File: src/hw/rtl/wia_pkg.sv
// Shared constants and types for the weighted intensity accumulator.
package wia_pkg;

  localparam int COORD_W     = 7;
  localparam int SAMP_W      = 16;
  localparam int WEIGHT_W    = 16;
  localparam int MAG_W       = 32;
  localparam int TERM_W      = 31;
  localparam int PROD_W      = 48;
  localparam int PIX_W       = 40;
  localparam int QUEUE_DEPTH = 4;
  localparam int QPTR_W      = 2;
  localparam int QCNT_W      = 3;
  localparam int APB_DATA_W  = 32;
  localparam int APB_ADDR_W  = 3;

  localparam logic OP_ACC  = 1'b0;
  localparam logic OP_READ = 1'b1;

  // register index taken from paddr[2]
  localparam logic REG_WEIGHT = 1'b0;

  localparam logic [PIX_W-1:0] PIX_MAX = {PIX_W{1'b1}};

  typedef struct packed {
    logic is_read;
    logic start;
  } wia_ctl_t;

endpackage

File: src/hw/rtl/wia_queue.sv
// Short queue of classified words between the front and back ends.
module wia_queue #(
  parameter int ADDR_W = 14
) (
  input  logic                        clk,
  input  logic                        rst_n,
  input  logic                        push_valid,
  input  wia_pkg::wia_ctl_t           push_ctl,
  input  logic [ADDR_W-1:0]           push_addr,
  input  logic [wia_pkg::TERM_W-1:0]  push_term,
  output logic                        full,
  output logic                        empty,
  input  logic                        pop,
  output wia_pkg::wia_ctl_t           head_ctl,
  output logic [ADDR_W-1:0]           head_addr,
  output logic [wia_pkg::TERM_W-1:0]  head_term
);
  import wia_pkg::*;

  wia_ctl_t          ctl_q  [QUEUE_DEPTH];
  logic [ADDR_W-1:0] addr_q [QUEUE_DEPTH];
  logic [TERM_W-1:0] term_q [QUEUE_DEPTH];

  logic [QPTR_W-1:0] wr_ptr_r, wr_ptr_nxt, rd_ptr_r, rd_ptr_nxt;
  logic [QCNT_W-1:0] count_r, count_nxt;
  logic              do_push, do_pop;

  assign full    = (count_r == QCNT_W'(QUEUE_DEPTH));
  assign empty   = (count_r == '0);
  assign do_push = push_valid && !full;
  assign do_pop  = pop && !empty;

  always_comb begin
    wr_ptr_nxt = do_push ? wr_ptr_r + 1'b1 : wr_ptr_r;
    rd_ptr_nxt = do_pop  ? rd_ptr_r + 1'b1 : rd_ptr_r;
    count_nxt  = count_r;
    if (do_push && !do_pop) count_nxt = count_r + 1'b1;
    else if (do_pop && !do_push) count_nxt = count_r - 1'b1;
  end

  always_ff @(posedge clk) begin
    if (!rst_n) begin
      wr_ptr_r <= '0;
      rd_ptr_r <= '0;
      count_r  <= '0;
    end else begin
      wr_ptr_r <= wr_ptr_nxt;
      rd_ptr_r <= rd_ptr_nxt;
      count_r  <= count_nxt;
    end
  end

  always_ff @(posedge clk) begin
    if (do_push) begin
      ctl_q[wr_ptr_r]  <= push_ctl;
      addr_q[wr_ptr_r] <= push_addr;
      term_q[wr_ptr_r] <= push_term;
    end
  end

  assign head_ctl  = ctl_q[rd_ptr_r];
  assign head_addr = addr_q[rd_ptr_r];
  assign head_term = term_q[rd_ptr_r];

endmodule

File: config.mk
export PLATFORM = sky130hd
export DESIGN_NAME = wia_queue
export DESIGN_NICKNAME = d
export VERILOG_FILES = /design/src/hw/rtl/wia_pkg.sv /design/src/hw/rtl/wia_queue.sv
export SDC_FILE = /design/constraint.sdc
export NUM_CORES = 1
export LEC_CHECK = 0
export ABC_AREA = 1
export BUFFER_PORTS_ARGS = -buffer_cell sky130_fd_sc_hd__buf_2
export CORE_UTILIZATION = 52
export CTS_BUF_LIST = sky130_fd_sc_hd__clkbuf_4 sky130_fd_sc_hd__clkbuf_8 sky130_fd_sc_hd__clkbuf_16
export DETAILED_ROUTE_END_ITERATION = 8
export PLACE_DENSITY = 0.75
export SKIP_CTS_REPAIR_TIMING = 1
export SLEW_MARGIN = 20
export SYNTH_ARGS = -nofsm -noshare
export SYNTH_HDL_FRONTEND = slang
export SYNTH_SLANG_ARGS = --single-unit
File: constraint.sdc
create_clock -name clk -period 3.1 [get_ports clk]
set_input_delay 0.155 -clock clk [delete_from_list [all_inputs] [get_ports clk]]
set_output_delay 0.155 -clock clk [all_outputs]
set_load 0.05 [all_outputs]
==> Yosys cells after proc, flatten, opt, wreduce, memory -nomap -nowiden <==
Memories as Yosys holds them, arrays and structs flattened. A register that Yosys moved wholly into a read port is not among the register bits.
Cells that the tools add are included.
W data, S select, Z words.
{ "totals": {"register_bits": 7, "ram_bits": 188, "input_bits": 51, "out_inout_bits": 49, "word_cells": 31, "memories": 3} }
{ "classes": {"n_addsub": 4, "eq_ne": 1, "muxes": 10, "reduce_logical": 10} }
{ "memory_table": {"columns": ["memory", "depth", "width", "read_ports", "rd_clocked_by_memory_dff", "write_ports", "line_no", "rtl"], "rows": [
  ["term_q", 4, 31, 1, 1, 1, "wia_queue.sv:22", "logic [TERM_W-1:0] term_q [QUEUE_DEPTH];"],
  ["addr_q", 4, 14, 1, 1, 1, "wia_queue.sv:21", "logic [ADDR_W-1:0] addr_q [QUEUE_DEPTH];"],
  ["ctl_q", 4, 2, 1, 1, 1, "wia_queue.sv:20", "wia_ctl_t ctl_q [QUEUE_DEPTH];"]
]} }
{ "op_table": {"columns": ["op", "count"], "rows": [
  ["$mux W2", 6],
  ["$mux W3", 2],
  ["$add A2 B1 Y2 const B", 2],
  ["$logic_and A1 B1 Y1", 4],
  ["$logic_not A1 Y1", 4],
  ["$add A3 B1 Y3 const B", 1],
  ["$eq A3 B3 Y1 const B", 1],
  ["$logic_not A3 Y1", 1],
  ["$sub A3 B1 Y3 const B", 1],
  ["$mux W1", 2],
  ["$reduce_bool A2 Y1", 1]
]} }

==> Longest topological paths before layout <==
Gate-level depths: netlist of the first run.
{ "depth": {"depth_word": 7, "mapped_depth": 13, "ltp_nobuf": 13} }

==> Least setup slack after synthesis of the first run <==
Ideal clock, no wire load.
{ "synth_path": {"kind": "reg2reg", "startpoint": "reg count_r[0]", "endpoint": "mem addr_q[0][0], enable pin", "arrival_ns": 2.649, "path_slack_ns": -0.001, "stages_incl_launch_ff": 5, "cell_sequence": "dfxtp_1 -> nor2_1 -> nand2_1 -> nand2_1 -> nor2_1"} }
{ "synth_between": {"elab_chain_cells": 5} }
{ "synth_rtl": {"columns": ["item", "line_no", "rtl"], "rows": [
  ["start: declaration", "wia_queue.sv:25", "logic [QCNT_W-1:0] count_r, count_nxt;"],
  ["start signal: assignment", "wia_queue.sv:49", "count_r <= count_nxt;"],
  ["$eq A3 B3 Y1", "wia_queue.sv:28", "assign full = (count_r == QCNT_W'(QUEUE_DEPTH));"],
  ["$logic_not A1 Y1", "wia_queue.sv:30", "assign do_push = push_valid && !full;"],
  ["$logic_and A1 B1 Y1", "wia_queue.sv:30", null],
  ["$mux W1", "wia_queue.sv:54", "if (do_push) begin"],
  ["$mux W1 (implied by the code)", "wia_queue.sv:56", "addr_q[wr_ptr_r] <= push_addr;"],
  ["end: declaration", "wia_queue.sv:21", null]
]} }
Every way passes these cells.

==> reports/summary.txt, run 1 <==
Status: finished with violations
Die area: 15600 um2
CTS sink cnt: 197
Minimum clock period: 2.63 ns
Initial core utilization: 53.7%
Critical path peak fanout: 47
DPL Wire Length: 8860 um
Synthesized net count: 582
Initial antenna violation count: 0
Vias per cell: 5.45
CTS Buf Count: 17
Antenna cells: 0
F_max: 381 MHz
Synth warn: 0
Rel. slew slack: 37.2%
DR iter-0 viols: 464
Data required, critical path: 2.94 ns
Core Area: 14600 um2
Clock Pin Slew Worst Setup and Hold Paths: 0.06 ns
CP arrival: 2.47 ns
Nets: 726
Share of cells above drive strength 1: 29.9%
Rows: 44
Flops & latches, synth: 197
Final wirelength: 15600 um
Maximum VDD drop: 0.000532 V
R2R Path End: count_r[1]
Final hold vios: 0
Hold_sp: rst_n
Reg2reg setup slack: 0.96 ns
Pin count of the biggest net entering global routing: 95
Yosys top cell area share: 71.8%
Pwr Density: 874 nW/um2
Non-Filler Instances: 863
GRT Residual Overflow: 0
Hold depth: 3
MaxCap Viol Count: 0
Synth cell types: 24
Crit Path Class: register to primary output
Final hold slack: 0.0154 ns
Worst r2r src: count_r[1]
Bufs on Longest Clock Path: 2
Top post-synthesis cells by area: edfxtp_1, o21ai_0, o22ai_2
First-pass GRT wire length: 23600 um
Final Setup Violations: 0
Worst r2r path cells: 9
RSZ-0062 raised after global routing: false
GP Congestion: 0.710
Via count: 4702
Post-Syn Area: 7870 um2
H-tree levels: 4
Leakage: 3.36 nW
Syn_area_per_cell: 15.0 um2
Routed WL per cell: 18.0 um
Die W: 125 um
Crit. End Element: primary output
Worst-margin pin slew: 0.942 ns
Syn Inst Count: 525
Violated checks: design-rule violations
TNS Setup: 0 ns
Slew Viols, Final: 0
Final Cycle Share: 84.8%
Placed insts: 787
Cell taking the most area after synthesis: edfxtp_1
Final ANT Viol Nets: 0
Vias in the first global route: 4585
Buffers added on ports: 99
I/O Pins: 100
Hold crit path type: primary input to register
CTS root buf: clkbuf_16
Fin Clk Skew: 0.00870 ns
DR pass1 iterations: 6
Sequential area share after synthesis: 74.1%
Overall routing resource usage: 20.4%
Hold EP: count_r[2]
Die height: 125 um
Clk_lat worst skew: 0.43 ns
DRC: 8
CTS tree: done
Area Overhead vs Synth: 21.3%
Critical path startpoint category: register
## cell families (layout without fill, tap and decap cells)
logic type	count (synthesis)	after routing	share of synthesized area, %
AOI/OAI and AO/OA	145	145	12.3
xor gates and xnor gates	1	1	0.111
adders and majority gates	6	6	1.05
buffers and inverters	48	202	3.72
DFF	197	197	74.1
and+or+nand+nor	128	128	8.80
## critical path: stages, from the launching register on
cell	delay (ns)
dfxtp_2	0.50
inv_2	0.75
o21ai_0	0.23
o22ai_1	0.24
buf_2	0.31
## synthesized netlist by cell type
cell type and n:
a21oi_1 3, buf_12 4, buf_2 9, buf_4 1
buf_6 4, clkbuf_1 12, dfxtp_1 9, edfxtp_1 188
fa_1 1, ha_1 5, inv_1 15, inv_2 2
inv_4 1, nand2_1 15, nand3_1 4, nand3b_1 1
nor2_1 81, nor2_4 27, o21ai_0 82, o21ai_1 10
o21ai_2 3, o22ai_1 20, o22ai_2 27, xor2_1 1
## where the power goes
part / internal [W] / switching (W)
Sequential: 0.00324 / 0.000105
Combinational: 0.000713 / 0.00223
Clock: 0.00117 / 0.000872
## worst max path at each step
stage	end	slack, ns	cells past startpoint
2_1_floorplan	addr_q[0][0]	-0.0007	4
3_3_place_gp	head_addr[0]	0.96	4
3_5_place_dp	head_addr[7]	0.90	4
4_1_cts	head_term[16]	0.46	4
5_1_grt	head_term[14]	0.28	4
6_report	head_term[16]	0.47	4
## per-stage QoR
stage / total power [W] / util, % / setup WS (ns) / area [um2]
floorplan: 0.00569 / - / -0.000692 / 7870
global placement: 0.00625 / 58.2 / 0.963 / 8520
detailed placement: 0.00631 / 58.2 / 0.903 / 8520
CTS: 0.00834 / 61.9 / 0.461 / 9070
global route: 0.00866 / 65.1 / 0.278 / 9540
finish: 0.00833 / 65.1 / 0.472 / 9540
## per-layer routing
metal	track usage [%]	share of wire [%]	vias to the layer above
met5	0	0	-
met4	9.68	1.4	0
met3	4.84	4.5	19
met2	34.5	52	130
met1	24.7	42	2329
li1	-	-	2224
## sequential cells by signal (all words and copies together) (netlist names), named ones only
name / cells
term_q: 124
addr_q: 56
ctl_q: 8
count_r: 3
rd_ptr_r: 2
wr_ptr_r: 2
## area by class of cell
class | instances | area, um2
repair buffers | 155 | 1080
fillers | 1033 | 5100
well taps | 184 | 230
clock buffers | 18 | 433
flip-flops and latches | 197 | 5830
inverters | 18 | 70.1
clock inverters | 11 | 114
multi-input cells | 280 | 1780
## layout by cell type, fill, tap and decap left out, drive strengths merged
cell,synthesis,final
nor2,108,108
dfxtp,9,9
o22ai,47,47
nand3b,1,1
a21oi,3,3
nand3,4,4
nand2,15,15
fa,1,1
buf,18,108
ha,5,5
edfxtp,188,188
xor2,1,1
dlygate4sd3,0,47
clkbuf,12,18
clkinv,0,7
clkinvlp,0,2
bufinv,0,2
inv,18,18
o21ai,95,95
Note: power is estimated with default switching activity, not from simulation.
==> run 2: changes to the inputs <==
--- a/config.mk
+++ b/config.mk
@@ -5,12 +5,12 @@
 export SDC_FILE = /design/constraint.sdc
 export NUM_CORES = 1
 export LEC_CHECK = 0
-export ABC_AREA = 1
+export ABC_AREA = 0
 export BUFFER_PORTS_ARGS = -buffer_cell sky130_fd_sc_hd__buf_2
-export CORE_UTILIZATION = 52
+export CORE_UTILIZATION = 57
 export CTS_BUF_LIST = sky130_fd_sc_hd__clkbuf_4 sky130_fd_sc_hd__clkbuf_8 sky130_fd_sc_hd__clkbuf_16
 export DETAILED_ROUTE_END_ITERATION = 8
-export PLACE_DENSITY = 0.75
+export PLACE_DENSITY = 0.78
 export SKIP_CTS_REPAIR_TIMING = 1
 export SLEW_MARGIN = 20
 export SYNTH_ARGS = -nofsm -noshare
==> constraint.sdc (replaced) <==
create_clock -name clk -period 2.55 [get_ports clk]
set_input_delay 0.1275 -clock clk [delete_from_list [all_inputs] [get_ports clk]]
set_output_delay 0.1275 -clock clk [all_outputs]
set_load 0.05 [all_outputs]
==> reports/summary.txt, run 2 <==
Status: finished, final reports clean (was finished with violations)
Initial core utilization: 59.4% (was 53.7%)
Crit Path Class: register to register (was register to primary output)
Commonest cells after routing, fill and taps aside: edfxtp_1, buf_2, mux4_2, dlygate4sd3_1, clkbuf_16 (was edfxtp_1, buf_2, o21ai_0, nor2_1, dlygate4sd3_1)
Final wirelength: 12700 um (was 15600 um)
Leakage: 3.16 nW (was 3.36 nW)
Crit. End Element: register (was primary output)
CTS root buf: clkbuf_16 (unchanged)
Max reg flops: 124 (unchanged)
Rel. slew slack: 67.9% (was 37.2%)
CTS sink cnt: 197 (unchanged)
Area Overhead vs Synth: 25.8% (was 21.3%)
Placed insts: 560 (was 787)
DPL Wire Length: 7540 um (was 8860 um)
Die W: 115 um (was 125 um)
GRT Residual Overflow: 0 (unchanged)
Final Setup Violations: 0 (unchanged)
Bufs on Longest Clock Path: 2 (unchanged)
Pwr Density: 1100 nW/um2 (was 874 nW/um2)
Overall routing resource usage: 19.5% (was 20.4%)
Final critical-path setup slack: 0.344 ns (was 0.472 ns)
Routed WL per cell: 19.9 um (was 18.0 um)
Gate power share: 31.5% (was 35.4%)
GP Congestion: 0.700 (was 0.710)
F_max: 453 MHz
Top post-synthesis cells by area: edfxtp_1, mux4_2, dfxtp_1 (was edfxtp_1, o21ai_0, o22ai_2)
Cell taking the most area after synthesis: edfxtp_1 (unchanged)
Hold crit path type: primary input to register (unchanged)
Top FF cell, synth: edfxtp_1 (unchanged)
Largest Register: term_q (unchanged)
Die height: 115 um (was 125 um)
Minimum clock period: 2.21 ns
Buffers added on ports: 99 (unchanged)
DRC: 0 (was 8)
Post-synth EDFFs: 188 (unchanged)
RSZ-0062 raised after global routing: false (unchanged)
Syn_area_per_cell: 24.9 um2 (was 15.0 um2)
Cell Int Power: 0.00673 W (was 0.00512 W)
Critical path startpoint category: register (unchanged)
TNS Setup: 0 ns (unchanged)
Finished Cell Area: 9170 um2 (was 9540 um2)
DR pass1 iterations: 6 (unchanged)
H-tree levels: 4 (unchanged)
Non-Filler Instances: 639 (was 863)
Largest stage delay on the critical path: 0.38 ns (was 0.75 ns)
Sequential area share after synthesis: 79.9% (was 74.1%)
Pre-CTS setup slack: 0.358 ns (was 0.903 ns)
Largest registers: term_q (124), addr_q (56), ctl_q (8) (unchanged)
Maximum VDD drop: 0.000658 V (was 0.000532 V)
Antenna cells: 0 (unchanged)
CP arrival: 2.55 ns (was 2.47 ns)
Data required, critical path: 2.90 ns (was 2.94 ns)
Die area: 13200 um2 (was 15600 um2)
Flops & latches, synth: 197 (unchanged)
Initial antenna violation count: 0 (unchanged)
Vias per cell: 5.40 (was 5.45)
Slew Viols, Final: 0 (unchanged)
Final ANT Viol Nets: 0 (unchanged)
Worst-margin pin slew: 0.481 ns (was 0.942 ns)
Synth async-reset ratio: 0% (unchanged)
Synth cell types: 24 (unchanged)
Most frequent cell after synthesis: edfxtp_1 (unchanged)
Syn Inst Count: 293 (was 525)
CTS Buf Count: 17 (unchanged)
Yosys top cell area share: 77.4% (was 71.8%)
Critical path's top delay family: adder cells (was buffers and inverters)
Synth cell count leaders: edfxtp_1, mux4_2, dfxtp_1, and2_1 (was edfxtp_1, o21ai_0, nor2_1, nor2_4, o22ai_2)
Final Cycle Share: 86.5%
Switching power: 0.00341 W (was 0.00321 W)
Pin count of the biggest net entering global routing: 35 (was 95)
Share of cells above drive strength 1: 42.0% (was 29.9%)
Synthesized net count: 350 (was 582)
First-pass GRT wire length: 18200 um (was 23600 um)
Rows: 40 (was 44)
Nets: 515 (was 726)
Worst-path cell chain: o31ai_2, ha_1, inv_1, fa_1, xor2_1, or3_1, a21boi_0 (was inv_2, o21ai_0, o22ai_1, buf_2)
Clk_lat worst skew: 0.43 ns (about the same)
I/O Pins: 100 (unchanged)
Fin Clk Skew: 0.00994 ns (was 0.00870 ns)
Post-Syn Area: 7290 um2 (was 7870 um2)
Core Area: 12300 um2 (was 14600 um2)
DR iter-0 viols: 198 (was 464)
Final hold vios: 0 (unchanged)
Via count: 3452 (was 4702)
Crit-path slowest cell: dfxtp_1 (was inv_2)
Vias in the first global route: 3354 (was 4585)
Layout filler cell count: 674 (was 1033)
Clk pwr share: 28.4% (was 24.5%)
Bufs and invs on worst path: 1 (was 2)
Clock Pin Slew Worst Setup and Hold Paths: 0.07 ns (was 0.06 ns)
Commonest non-fill, non-tap cell in the layout: edfxtp_1 (unchanged)
Synth warn: 0 (unchanged)
MaxCap Viol Count: 0 (unchanged)
Cell Area, Placed: 8050 um2 (was 8520 um2)
Sequential Power Share: 40.1% (about the same)
Sw frac: 33.6% (was 38.5%)
CTS tree: done (unchanged)
Critical path peak fanout: 6 (was 47)
run 2: power groups by stage:
stage                     clock network [W]  logic [W]  registers, W
final                               0.00288    0.00319       0.00407
after global placement                    0    0.00313       0.00411
after CTS                           0.00292    0.00318       0.00407
after floorplan                           0    0.00258       0.00409
after detailed placement                  0    0.00316       0.00413
after global routing                0.00302    0.00336       0.00410
run 2: through the flow:
step | utilization [%] | hold WS, ns | power (W)
after global placement | 65.6 | 0.338 | 0.00724
after CTS | 71.0 | -0.110 | 0.0102
after global routing | 74.8 | 0.0418 | 0.0105
after detailed placement | 65.6 | 0.343 | 0.00729
after floorplan | - | 0.226 | 0.00667
final | 74.8 | 0.0320 | 0.0101
run 2: worst reg2reg max path: stages, from the launching register on:
cell,delay (ns)
dfxtp_1,0.38
o31ai_2,0.38
ha_1,0.27
inv_1,0.06
fa_1,0.37
xor2_1,0.17
or3_1,0.32
a21boi_0,0.18
run 2: path summary, 6_finish.rpt:
kind	startpoint	to	slack, ns	cells after the start
hold reg to reg	wr_ptr_r[0]	wr_ptr_r[0]	0.51	2
hold / removal	rst_n	wr_ptr_r[0]	0.03	3
setup reg to reg	count_r[1]	count_r[2]	0.34	7
setup / recovery	count_r[1]	count_r[2]	0.34	7
run 2: per-layer routing:
| layer | GRT usage (%) | vias up | part of all wire [%] |
|---|---|---|---|
| li1 | - | 1558 | - |
| met5 | 0 | - | 0 |
| met2 | 32.1 | 118 | 53 |
| met3 | 5.48 | 19 | 5.0 |
| met1 | 25.0 | 1757 | 41 |
| met4 | 7.62 | 0 | 1.6 |
run 2: area by class of cell:
type,count,area [um2],area share (%)
inverter,3,11.3,0.123
tap,168,210,2.29
clock inverter,15,229,2.50
timing repair buffer,158,1120,12.2
sequential,197,5830,63.6
clock buffer,17,425,4.64
multi-input combinational,81,1350,14.7
run 2: cells by family (layout without fill, tap and decap cells):
logic type      after synthesis  count (layout)  synth area share [%]
flops                       197             197                  79.9
buf+inv                      15             193                  1.68
xor+xnor                      4               4                 0.481
simple gates                 17              17                  1.39
fa+ha+maj                     6               6                  1.13
compound gates                4               4                 0.463
mux                          50              50                  14.9
